File: src/design/nprd_pkg.sv
// Package for the nibble-pair RSA decrypt core: word widths, nibble constants
// and the command/status structs shared by the core and its submodules.
// No dependencies.
`default_nettype none
package nprd_pkg;

    localparam int WORD_W   = 16;
    localparam int BYTE_W   = 8;
    localparam int NIB_W    = 4;
    localparam int CNT_W    = $clog2(WORD_W);

    localparam logic [BYTE_W-1:0] NIBBLE_MASK  = 8'h0f;
    localparam int                NIBBLE_SHIFT = 4;

    localparam logic [WORD_W-1:0] MODULUS_RST  = 16'd143;
    localparam logic [WORD_W-1:0] EXPONENT_RST = 16'd103;

    // configuration register indexes
    localparam logic CFG_MODULUS  = 1'b0;
    localparam logic CFG_EXPONENT = 1'b1;

    // start of one serial modular multiply: result = a * b mod n
    typedef struct packed {
        logic              start;
        logic [WORD_W-1:0] a;
        logic [WORD_W-1:0] b;
    } t_mm_cmd;

    // start of one exponentiation
    typedef struct packed {
        logic              start;
        logic [BYTE_W-1:0] cipher;
    } t_exp_cmd;

    // end of one exponentiation
    typedef struct packed {
        logic              done;
        logic [BYTE_W-1:0] result;
    } t_exp_sts;

endpackage
`default_nettype wire

File: src/design/nprd_modmul.sv
// Bit-serial interleaved modular multiplier: one bit of b per cycle, MSB first.
// Uses nprd_pkg for widths and the command struct. A modulus of zero wraps at 2^16.
`default_nettype none
module nprd_modmul import nprd_pkg::*; (
    input  wire logic              i_clk,
    input  wire logic              i_rst_n,
    input  wire t_mm_cmd           i_cmd,
    input  wire logic [WORD_W-1:0] i_modulus,
    output logic                   o_done,
    output logic [WORD_W-1:0]      o_result
);

    localparam logic [CNT_W-1:0] LAST_STEP = CNT_W'(WORD_W - 1);

    logic [WORD_W-1:0] r_acc, n_acc;
    logic [WORD_W-1:0] r_a;
    logic [WORD_W-1:0] r_b;
    logic [CNT_W-1:0]  r_cnt;
    logic              r_busy;
    logic              r_done;

    logic              wrap;
    logic [WORD_W:0]   mod_x;
    logic [WORD_W:0]   dbl, dbl_red, sum, sum_red;

    // one step: acc = 2*acc mod n, then add a mod n when the b bit is set
    always_comb begin
        wrap  = (i_modulus == '0);
        mod_x = {1'b0, i_modulus};
        dbl   = {r_acc, 1'b0};
        if (!wrap && dbl >= mod_x) begin
            dbl_red = dbl - mod_x;
        end else begin
            dbl_red = dbl;
        end
        sum = {1'b0, dbl_red[WORD_W-1:0]} + {1'b0, r_a};
        if (!wrap && sum >= mod_x) begin
            sum_red = sum - mod_x;
        end else begin
            sum_red = sum;
        end
        if (r_b[WORD_W-1]) begin
            n_acc = sum_red[WORD_W-1:0];
        end else begin
            n_acc = dbl_red[WORD_W-1:0];
        end
    end

    // control: load on start, count sixteen steps, pulse done
    always_ff @(posedge i_clk) begin
        if (!i_rst_n) begin
            r_busy <= 1'b0;
            r_done <= 1'b0;
            r_cnt  <= '0;
        end else begin
            r_done <= 1'b0;
            if (r_busy) begin
                r_cnt <= r_cnt + 1'b1;
                if (r_cnt == LAST_STEP) begin
                    r_busy <= 1'b0;
                    r_done <= 1'b1;
                end
            end else if (i_cmd.start) begin
                r_busy <= 1'b1;
                r_cnt  <= '0;
            end
        end
    end

    // datapath: shift b out, accumulate
    always_ff @(posedge i_clk) begin
        if (r_busy) begin
            r_acc <= n_acc;
            r_b   <= {r_b[WORD_W-2:0], 1'b0};
        end else if (i_cmd.start) begin
            r_acc <= '0;
            r_a   <= i_cmd.a;
            r_b   <= i_cmd.b;
        end
    end

    assign o_done   = r_done;
    assign o_result = r_acc;

endmodule
`default_nettype wire

File: src/design/nprd_expo.sv
// Right-to-left square-and-multiply sequencer over two serial multipliers.
// Uses nprd_pkg and instantiates nprd_modmul twice (square and multiply in parallel).
`default_nettype none
module nprd_expo import nprd_pkg::*; (
    input  wire logic              i_clk,
    input  wire logic              i_rst_n,
    input  wire t_exp_cmd          i_cmd,
    input  wire logic [WORD_W-1:0] i_modulus,
    input  wire logic [WORD_W-1:0] i_exponent,
    output t_exp_sts               o_sts
);

    localparam logic [1:0] ST_IDLE = 2'd0;
    localparam logic [1:0] ST_RED  = 2'd1;
    localparam logic [1:0] ST_LOOP = 2'd2;

    localparam logic [CNT_W-1:0] LAST_BIT = CNT_W'(WORD_W - 1);

    logic [1:0]        r_state;
    logic              r_go;
    logic              r_done;
    logic [CNT_W-1:0]  r_k;
    logic [WORD_W-1:0] r_e;
    logic [WORD_W-1:0] r_x;
    logic [WORD_W-1:0] r_y;
    logic [BYTE_W-1:0] r_base;

    logic [WORD_W-1:0] one_mod;
    t_mm_cmd           sq_cmd, mu_cmd;
    logic              sq_done, mu_done;
    logic [WORD_W-1:0] sq_res, mu_res;

    // 1 mod n: zero only for n of one
    assign one_mod = (i_modulus == WORD_W'(1)) ? '0 : WORD_W'(1);

    // operand select: base reduction first, then x*x and y*x
    always_comb begin
        sq_cmd.start = r_go;
        if (r_state == ST_RED) begin
            sq_cmd.a = one_mod;
            sq_cmd.b = {{(WORD_W-BYTE_W){1'b0}}, r_base};
        end else begin
            sq_cmd.a = r_x;
            sq_cmd.b = r_x;
        end
        mu_cmd.start = r_go && (r_state == ST_LOOP);
        mu_cmd.a     = r_y;
        mu_cmd.b     = r_x;
    end

    nprd_modmul u_sq (
        .i_clk     (i_clk),
        .i_rst_n   (i_rst_n),
        .i_cmd     (sq_cmd),
        .i_modulus (i_modulus),
        .o_done    (sq_done),
        .o_result  (sq_res)
    );

    nprd_modmul u_mu (
        .i_clk     (i_clk),
        .i_rst_n   (i_rst_n),
        .i_cmd     (mu_cmd),
        .i_modulus (i_modulus),
        .o_done    (mu_done),
        .o_result  (mu_res)
    );

    // sequencer
    always_ff @(posedge i_clk) begin
        if (!i_rst_n) begin
            r_state <= ST_IDLE;
            r_go    <= 1'b0;
            r_done  <= 1'b0;
            r_k     <= '0;
        end else begin
            r_go   <= 1'b0;
            r_done <= 1'b0;
            case (r_state)
                ST_IDLE: begin
                    if (i_cmd.start) begin
                        r_state <= ST_RED;
                        r_go    <= 1'b1;
                    end
                end
                ST_RED: begin
                    if (sq_done) begin
                        r_state <= ST_LOOP;
                        r_go    <= 1'b1;
                        r_k     <= '0;
                    end
                end
                ST_LOOP: begin
                    if (sq_done) begin
                        r_k <= r_k + 1'b1;
                        if (r_k == LAST_BIT) begin
                            r_state <= ST_IDLE;
                            r_done  <= 1'b1;
                        end else begin
                            r_go <= 1'b1;
                        end
                    end
                end
                default: begin
                    r_state <= ST_IDLE;
                end
            endcase
        end
    end

    // operands: latch base and exponent, update x and y per bit
    always_ff @(posedge i_clk) begin
        if (r_state == ST_IDLE && i_cmd.start) begin
            r_base <= i_cmd.cipher;
            r_e    <= i_exponent;
        end
        if (r_state == ST_RED && sq_done) begin
            r_x <= sq_res;
            r_y <= one_mod;
        end
        if (r_state == ST_LOOP && sq_done) begin
            r_x <= sq_res;
            r_e <= {1'b0, r_e[WORD_W-1:1]};
            if (r_e[0] && mu_done) begin
                r_y <= mu_res;
            end
        end
    end

    assign o_sts.done   = r_done;
    assign o_sts.result = r_y[BYTE_W-1:0];

endmodule
`default_nettype wire

File: src/design/nibble_pair_rsa_decrypt_core.sv
// A first character without line end gives no result.
// A decrypted byte takes 17 serial modular multiply passes in the bit-serial
// multipliers, one exponent bit per multiply pass.
// One item at a time; after a byte is accepted the next item waits until its
// result is dropped or moves to the output register; other items go one per cycle
// unless the output is stalled. Sync active-low reset.
`default_nettype none
module nibble_pair_rsa_decrypt_core import nprd_pkg::*; (
    input  wire logic              i_clk,
    input  wire logic              i_rst_n,
    input  wire logic              i_in_valid,
    output logic                   o_in_stall,
    input  wire logic [BYTE_W-1:0] i_char_in,
    input  wire logic              i_line_end,
    output logic                   o_out_valid,
    input  wire logic              i_out_stall,
    output logic [BYTE_W-1:0]      o_plain_byte,
    output logic                   o_byte_valid,
    output logic                   o_last,
    input  wire logic              i_cfg_valid,
    output logic                   o_cfg_ready,
    input  wire logic              i_cfg_index,
    input  wire logic [WORD_W-1:0] i_cfg_data
);

    logic [WORD_W-1:0] r_modulus;
    logic [WORD_W-1:0] r_exponent;
    logic [NIB_W-1:0]  r_high_nib;
    logic              r_second;
    logic              r_stopped;
    logic              r_comp;
    logic              r_job_end;
    logic              r_pend_valid;
    logic [BYTE_W-1:0] r_pend_byte;
    logic              r_pend_bv;
    logic              r_pend_last;
    logic              r_out_valid;
    logic [BYTE_W-1:0] r_out_byte;
    logic              r_out_bv;
    logic              r_out_last;

    logic              busy, out_free, acc;
    logic [NIB_W-1:0]  nib;
    logic [BYTE_W-1:0] cipher;
    logic              have_byte, comp_start, stop_now, imm_valid, plain_nz;
    t_exp_cmd          exp_cmd;
    t_exp_sts          exp_sts;

    // handshake
    assign busy       = r_comp || r_pend_valid;
    assign out_free   = !r_out_valid || !i_out_stall;
    assign o_in_stall = busy || !out_free;
    assign acc        = i_in_valid && !o_in_stall;
    assign o_cfg_ready = 1'b1;

    // assemble the ciphertext byte from nibble pairs
    always_comb begin
        nib = i_char_in[NIB_W-1:0] & NIBBLE_MASK[NIB_W-1:0];
        if (r_second) begin
            cipher = BYTE_W'({r_high_nib, nib});
        end else begin
            cipher = BYTE_W'({nib, {NIBBLE_SHIFT{1'b0}}});
        end
        have_byte  = r_second || i_line_end;
        comp_start = acc && have_byte && !r_stopped && (cipher != '0);
        stop_now   = acc && have_byte && !r_stopped && (cipher == '0);
        imm_valid  = acc && i_line_end && !comp_start;
        plain_nz   = (exp_sts.result != '0);
    end

    assign exp_cmd.start  = comp_start;
    assign exp_cmd.cipher = cipher;

    nprd_expo u_expo (
        .i_clk      (i_clk),
        .i_rst_n    (i_rst_n),
        .i_cmd      (exp_cmd),
        .i_modulus  (r_modulus),
        .i_exponent (r_exponent),
        .o_sts      (exp_sts)
    );

    // configuration registers
    always_ff @(posedge i_clk) begin
        if (!i_rst_n) begin
            r_modulus  <= MODULUS_RST;
            r_exponent <= EXPONENT_RST;
        end else if (i_cfg_valid && o_cfg_ready) begin
            case (i_cfg_index)
                CFG_MODULUS:  r_modulus  <= i_cfg_data;
                CFG_EXPONENT: r_exponent <= i_cfg_data;
                default:      r_modulus  <= r_modulus;
            endcase
        end
    end

    // line framing state
    always_ff @(posedge i_clk) begin
        if (!i_rst_n) begin
            r_high_nib <= '0;
            r_second   <= 1'b0;
            r_stopped  <= 1'b0;
            r_comp     <= 1'b0;
            r_job_end  <= 1'b0;
        end else begin
            if (acc) begin
                if (i_line_end) begin
                    r_high_nib <= '0;
                    r_second   <= 1'b0;
                    r_stopped  <= 1'b0;
                end else begin
                    if (!r_second) begin
                        r_high_nib <= nib;
                    end
                    r_second <= !r_second;
                    if (stop_now) begin
                        r_stopped <= 1'b1;
                    end
                end
            end
            if (comp_start) begin
                r_comp    <= 1'b1;
                r_job_end <= i_line_end;
            end
            // a zero plaintext stops the rest of the line
            if (exp_sts.done) begin
                r_comp <= 1'b0;
                if (!plain_nz && !r_job_end) begin
                    r_stopped <= 1'b1;
                end
            end
        end
    end

    // hold a finished exponentiation until the output register frees
    always_ff @(posedge i_clk) begin
        if (!i_rst_n) begin
            r_pend_valid <= 1'b0;
        end else if (exp_sts.done) begin
            r_pend_valid <= plain_nz || r_job_end;
        end else if (r_pend_valid && out_free) begin
            r_pend_valid <= 1'b0;
        end
    end

    always_ff @(posedge i_clk) begin
        if (exp_sts.done) begin
            r_pend_byte <= exp_sts.result;
            r_pend_bv   <= plain_nz;
            r_pend_last <= r_job_end;
        end
    end

    // output register
    always_ff @(posedge i_clk) begin
        if (!i_rst_n) begin
            r_out_valid <= 1'b0;
        end else if (out_free) begin
            r_out_valid <= imm_valid || r_pend_valid;
        end
    end

    always_ff @(posedge i_clk) begin
        if (out_free) begin
            if (imm_valid) begin
                r_out_byte <= '0;
                r_out_bv   <= 1'b0;
                r_out_last <= 1'b1;
            end else if (r_pend_valid) begin
                r_out_byte <= r_pend_byte;
                r_out_bv   <= r_pend_bv;
                r_out_last <= r_pend_last;
            end
        end
    end

    assign o_out_valid  = r_out_valid;
    assign o_plain_byte = r_out_byte;
    assign o_byte_valid = r_out_bv;
    assign o_last       = r_out_last;

endmodule
`default_nettype wire

File: config.mk
export PLATFORM = sky130hd
export DESIGN_NAME = nibble_pair_rsa_decrypt_core
export DESIGN_NICKNAME = d
export VERILOG_FILES = /design/src/design/nprd_pkg.sv /design/src/design/nprd_modmul.sv /design/src/design/nprd_expo.sv /design/src/design/nibble_pair_rsa_decrypt_core.sv
export SDC_FILE = /design/constraint.sdc
export NUM_CORES = 1
export LEC_CHECK = 0
export BUFFER_PORTS_ARGS = -buffer_cell sky130_fd_sc_hd__buf_2
export CORE_ASPECT_RATIO = 1.1
export CORE_UTILIZATION = 40
export DETAILED_ROUTE_END_ITERATION = 10
export HOLD_SLACK_MARGIN = 0.1
export SETUP_SLACK_MARGIN = 0.02
export SLEW_MARGIN = 20
export SYNTH_ARGS = -nofsm -noshare
export SYNTH_HDL_FRONTEND = slang
export SYNTH_SLANG_ARGS = --single-unit
export TNS_END_PERCENT = 50
File: constraint.sdc
create_clock -name i_clk -period 18.94 [get_ports i_clk]
set_input_delay 3.788 -clock i_clk [delete_from_list [all_inputs] [get_ports i_clk]]
set_output_delay 3.788 -clock i_clk [all_outputs]
set_load 0.02 [all_outputs]
## Yosys cells after proc, flatten, opt, wreduce, memory -nomap -nowiden

Index checks and enable logic that the tools add are counted.

| word-level totals | value |
|---|---|
| register bits | 234 |

| cells by class | value |
|---|---|
| add/subtract/negate cells | 9 |
| order comparisons | 4 |
| equal/unequal tests | 11 |
| multiplexer cells | 63 |
| bitwise operators | 4 |
| reduce and logical (&&, ||, !) cells | 58 |

Operators by type and width:

| operator | number |
|---|---|
| $mux W16 | 19 |
| $ge A17 B16 Y1 | 4 |
| $sub A16 B16 Y16 | 4 |
| $add A16 B16 Y17 | 2 |
| $mux W32 | 1 |
| $mux W4 | 8 |
| $mux W15 | 2 |
| $mux W1 | 24 |
| $logic_and A1 B1 Y1 | 18 |
| $eq A16 B1 Y1 const B | 1 |
| $logic_not A16 Y1 | 1 |
| $mux W8 | 2 |
| $reduce_and A2 Y1 | 8 |
| $reduce_bool A8 Y1 | 2 |
| $reduce_bool A2 Y1 | 7 |
| $add A4 B1 Y4 const B | 3 |
| $eq A4 B4 Y1 const B | 3 |
| $logic_not A1 Y1 | 10 |
| $logic_not A8 Y1 | 1 |
| $mux W2 | 4 |
| $ne A2 B2 Y1 const B | 4 |
| $pmux W4 S2 | 1 |
| $logic_or A1 B1 Y1 | 6 |
| $pmux W2 S3 | 1 |
| other kinds (9) | 13 |

## Depth between registers and ports, before layout

| logic depth | value |
|---|---|
| word-level depth | 14 |
| mapped depth | 29 |
| depth with buffers taken out | 27 |

## By module

A second synthesis with hierarchy kept.

| unflattened totals | value |
|---|---|
| cell total of the unflattened synthesis | 1455 |
| area, all modules | 14730.4 um^2 |

By module, submodules not included:

| module | times used | cells each | area an instance (um^2) |
|---|---|---|---|
| nprd_modmul (u_expo.u_mu) | 1 | 496 | 4907.2 |
| nprd_modmul (u_expo.u_sq) | 1 | 465 | 4718.3 |
| nprd_expo | 1 | 249 | 2710.1 |
| nibble_pair_rsa_decrypt_core | 1 | 245 | 2394.8 |

## Least setup slack after synthesis

OpenSTA, ideal clock, no wires.

| timing path | value |
|---|---|
| kind | input -> output |
| from | input i_out_stall |
| to | output o_in_stall |
| data arrival time | 4.302 ns |
| required time | 15.152 ns |
| setup slack | 10.850 ns |
| cell stages on the path | 3 |
| cell sequence | and2_1 -> nor3_1 -> inv_1 |

| on the way | value |
|---|---|
| cells in the longest elaborated chain, start to end | 4 |

Ends and longest elaborated chain:

| element | line | source |
|---|---|---|
| start: declaration | nibble_pair_rsa_decrypt_core.sv:16 | `input wire logic i_out_stall,` |
| $logic_not A1 Y1 | nibble_pair_rsa_decrypt_core.sv:51 | `assign out_free = !r_out_valid \|\| !i_out_stall;` |
| $logic_or A1 B1 Y1 | nibble_pair_rsa_decrypt_core.sv:51 |  |
| $logic_not A1 Y1 | nibble_pair_rsa_decrypt_core.sv:52 | `assign o_in_stall = busy \|\| !out_free;` |
| $logic_or A1 B1 Y1 | nibble_pair_rsa_decrypt_core.sv:52 |  |
| end: declaration | nibble_pair_rsa_decrypt_core.sv:12 | `output logic o_in_stall,` |

No other way between the ends.

## Worst setup path after layout

Same ends and word-level chain as after synthesis.

==> flow_metrics.py <==
metrics = {
    "status": {
        "status": "finished clean",
    },
    "grt": {
        "grt_first_pass_wirelength_um": 58400,
        "grt-ovfl-total": 0,
        "grt_pass1_vias": 10900,
        "antenna_found_initial": 0,
        "grt_start_max_net_pins": 46,
        "grt_use_total_pct": 20.5,
    },
    "power_and_ir_drop": {
        "leakage_uw": 0.00595,
        "peakVddDrop_v": 0.0000658,
        "power.density_nw_per_um2": 106,
    },
    "layout": {
        "nFillCells": 3252,
        "n_antenna_cell": 0,
        "area_growth_pct": 9.96,
        "nNetsFinal": 1609,
        "regArea_um2": 6220,
        "multi_input_area_um2": 7390,
        "final_core_util_pct": 45.0,
        "drive_gt1_share_pct": 8.86,
    },
    "clock_network": {
        "clock-sinks": 234,
        "cts-root-buf": "clkbuf_16",
        "numCtsBuffers": 26,
        "clk_path_buf_depth": 3,
        "clk_pin_slew_worst_paths_ps": 60,
        "hold_buffers": 0,
        "cts-htree-levels": 1,
        "cts_tree": "yes",
        "clk_latency_ps": 560,
        "post_cts_resize_count": 0,
        "postCtsSetupBuffers": 0,
    },
    "min_path": {
        "hold_path_class": "reg -> reg",
        "holdCritStartpoint": "u_expo.r_y[14]",
    },
    "placement": {
        "gp_congestion": 0.897,
        "portBuffers": 38,
        "dp_hpwl_um": 26400,
    },
    "worst_setup_path": {
        "crit-reg2reg-launch": "r_modulus[11]",
        "startpoint": "i_out_stall",
        "slowest_stage": "nor3_1",
        "critPathKind": "in -> out",
        "critical_path.startpoint_type": "primary input",
        "cp-end-kind": "output pin",
        "crit_buf_inv": 3,
        "crit_family": "simple AND/OR/NAND/NOR gates",
        "path_common_cell": "buf_2",
        "crit_arrival_ps": 4540,
        "crit_chain": "buf_2, and2_1, nor3_1, inv_1, buf_2",
        "slowest_delay_ps": 260,
        "crit_required_ps": 15150,
        "cp_max_fo": 3,
    },
    "drt": {
        "totalWireLength_um": 36400,
        "ant_nets": 0,
        "dr.pass1.iters": 5,
        "avgViaCountPerCell": 5.64,
        "dr_total_vias": 10900,
        "drc": 0,
        "post_drt_wl_per_cell_um": 18.9,
        "first_iter_violations": 625,
    },
    "sta": {
        "worstMarginPinSlew_ps": 1080,
        "clock.fmax_ghz": 0.120,
        "fin_crit_sh_pct": 44.0,
        "max-slew-margin-rel_pct": 27.7,
        "final.min_clock_period_ps": 8330,
        "grt_setup_unrepaired": "false",
        "tns_ps": 0,
        "hold_viol_final": 0,
        "fin_skew_ps": 16.3,
        "drv_slew": 0,
        "setup_viol": 0,
    },
    "synthesis": {
        "synth_compound_area_share_pct": 18.6,
        "synth_ff_type": "edfxtp_1",
        "synth-edff-count": 153,
        "netlist-cell-type-count": 81,
        "ys_warn_count": 0,
        "synth_area_um2": 14100,
        "synth_fa_ha_area_share_pct": 9.84,
        "synth-async-reset-ratio_pct": 0,
        "syn_area_per_cell_um2": 9.71,
        "syn_nets": 1587,
        "synth-xor-area-share_pct": 4.30,
        "synth.area.mux_share_pct": 4.05,
        "seq_area_frac_synth_pct": 44.2,
        "synth_top_family_by_area": "compound AO/OA/AOI/OAI gates",
        "ys_ff_latch": 234,
        "yosys.area_share.simple_pct": 15.7,
        "syn_inst": 1449,
    },
    "floorplan": {
        "num_rows": 71,
        "io_pins": 44,
        "die_w_um": 181,
        "die_area_um2": 35900,
        "core_region_area_um2": 34400,
        "start_util_pct": 40.9,
        "die_h_um": 199,
    },
    "job": {
        "maxCapViolCount": 0,
    },
}
[cells by family after synthesis]
family | Yosys count
buffers and inverters | 112
and+or+nand+nor | 478
adders and majority gates | 107
muxes | 50
other | 1
xor gates and xnor gates | 69
AOI/OAI and AO/OA | 398
DFF | 234
[through the flow]
stage | cell area (um^2) | hold slack [ps] | setup slack (ps) | power [uW] | instances
after floorplan | 14100 | 408 | 10850 | 1020 | 1449
after global placement | 14600 | 414 | 10590 | 1140 | 1881
after detailed placement | 14600 | 414 | 10600 | 1140 | 1881
after CTS | 15500 | 433 | 10590 | 1650 | 1928
after global routing | 15500 | 439 | 10530 | 1730 | 1928
final | 15500 | 433 | 10610 | 1640 | 1928
[synthesized netlist by cell type, drive strengths merged, types with 5 or more instances]
cell type | count | area [um^2]
xnor2 | 48 | 420
ha | 101 | 1260
o211ai | 9 | 67.6
a21o | 25 | 188
o2bb2ai | 7 | 61.3
nor3 | 21 | 110
o21ai | 97 | 500
buf | 10 | 78.8
nor4 | 10 | 62.6
a31oi | 15 | 109
inv | 60 | 225
xor2 | 21 | 184
o31ai | 7 | 62.6
nand3 | 33 | 165
nand4 | 16 | 100
a22o | 25 | 219
fa | 6 | 120
nor2 | 90 | 338
and2 | 30 | 188
o21bai | 10 | 75.1
a21oi | 113 | 569
a211oi | 23 | 173
mux2 | 25 | 319
dfxtp | 81 | 1620
and3 | 12 | 75.1
nand2 | 208 | 783
or3 | 6 | 37.5
edfxtp | 153 | 4590
or2 | 5 | 31.3
clkbuf | 42 | 159
mux2i | 25 | 250
o21a | 18 | 135
nor2b | 21 | 136
nand2b | 12 | 75.1
[path summary, 6_finish.rpt]
kind                                                end  slack (ps)  cells after the start
worst min-delay path                u_expo.u_mu.r_a[14]         430                      0
worst max register to register  u_expo.u_sq.o_result[9]       11450                     24
worst min register to register      u_expo.u_mu.r_a[14]         430                      0
worst max-delay path                         o_in_stall       10610                      5
[worst reg2reg max path: cells and delay by family, from the launching register on]
family | cells | cell delay (ps)
and+or+nand+nor | 4 | 700
muxes | 1 | 370
buffers and inverters | 2 | 300
DFF | 1 | 390
AOI/OAI and AO/OA | 13 | 3890
adders and majority gates | 4 | 1520
[layer usage]
metal	part of all wire [%]	vias to the layer above	track usage, %	routed length (um)
li1	-	5343	-	-
met1	46	5278	26.7	16900
met2	48	195	35.7	17400
met4	2.3	0	5.70	822
met5	0	-	0	0
met3	3.7	53	2.62	1340
[cells in the final DEF, fill, tap and decap left out, types with 7 or more instances in the layout]
cell / Yosys / layout
mux2_2: 15 / 15
clkbuf_1: 41 / 7
o21a_1: 18 / 18
nand2b_1: 12 / 12
nand3_1: 33 / 33
and2_1: 30 / 30
nand2_1: 207 / 207
xor2_1: 21 / 21
xnor2_1: 48 / 48
nor2_1: 90 / 90
a21oi_1: 112 / 112
a22o_1: 25 / 25
dfxtp_1: 81 / 81
buf_4: 3 / 8
a21o_1: 25 / 25
mux2_4: 10 / 10
o21bai_1: 10 / 10
nor3_1: 20 / 20
inv_1: 59 / 59
clkbuf_16: 0 / 27
nand4_1: 16 / 16
mux2i_1: 25 / 25
o21ai_0: 90 / 90
buf_2: 3 / 38
a211oi_1: 23 / 23
o2bb2ai_1: 7 / 7
and3_1: 12 / 12
a31oi_1: 14 / 14
o211ai_1: 9 / 9
nor4_1: 10 / 10
nor2b_1: 19 / 19
edfxtp_1: 153 / 153
ha_1: 101 / 101
[sequential cells by signal (all words and copies together) (netlist names), 16 cells and up]
register and flops:
r_exponent 16, r_modulus 16, u_expo.r_e 16, u_expo.r_x 16
u_expo.r_y 16, u_expo.u_mu.o_result 16, u_expo.u_mu.r_a 16, u_expo.u_mu.r_b 16
u_expo.u_sq.o_result 16, u_expo.u_sq.r_a 16, u_expo.u_sq.r_b 16
[final cells by class]
| cell class | instances | area share [%] |
|---|---|---|
| sequential | 234 | 40.2 |
| inverter | 60 | 1.46 |
| multi-input combinational | 1103 | 47.8 |
| tap | 438 | 3.54 |
| clock inverter | 10 | 0.631 |
| timing repair buffer | 46 | 1.62 |
| clock buffer | 37 | 4.80 |
[report_power, final]
part	total, uW	switching (uW)	internal, uW
logic	572	337	235
registers	572	10.8	561
clock network	498	210	287
Note: power is estimated with default switching activity, not from simulation.
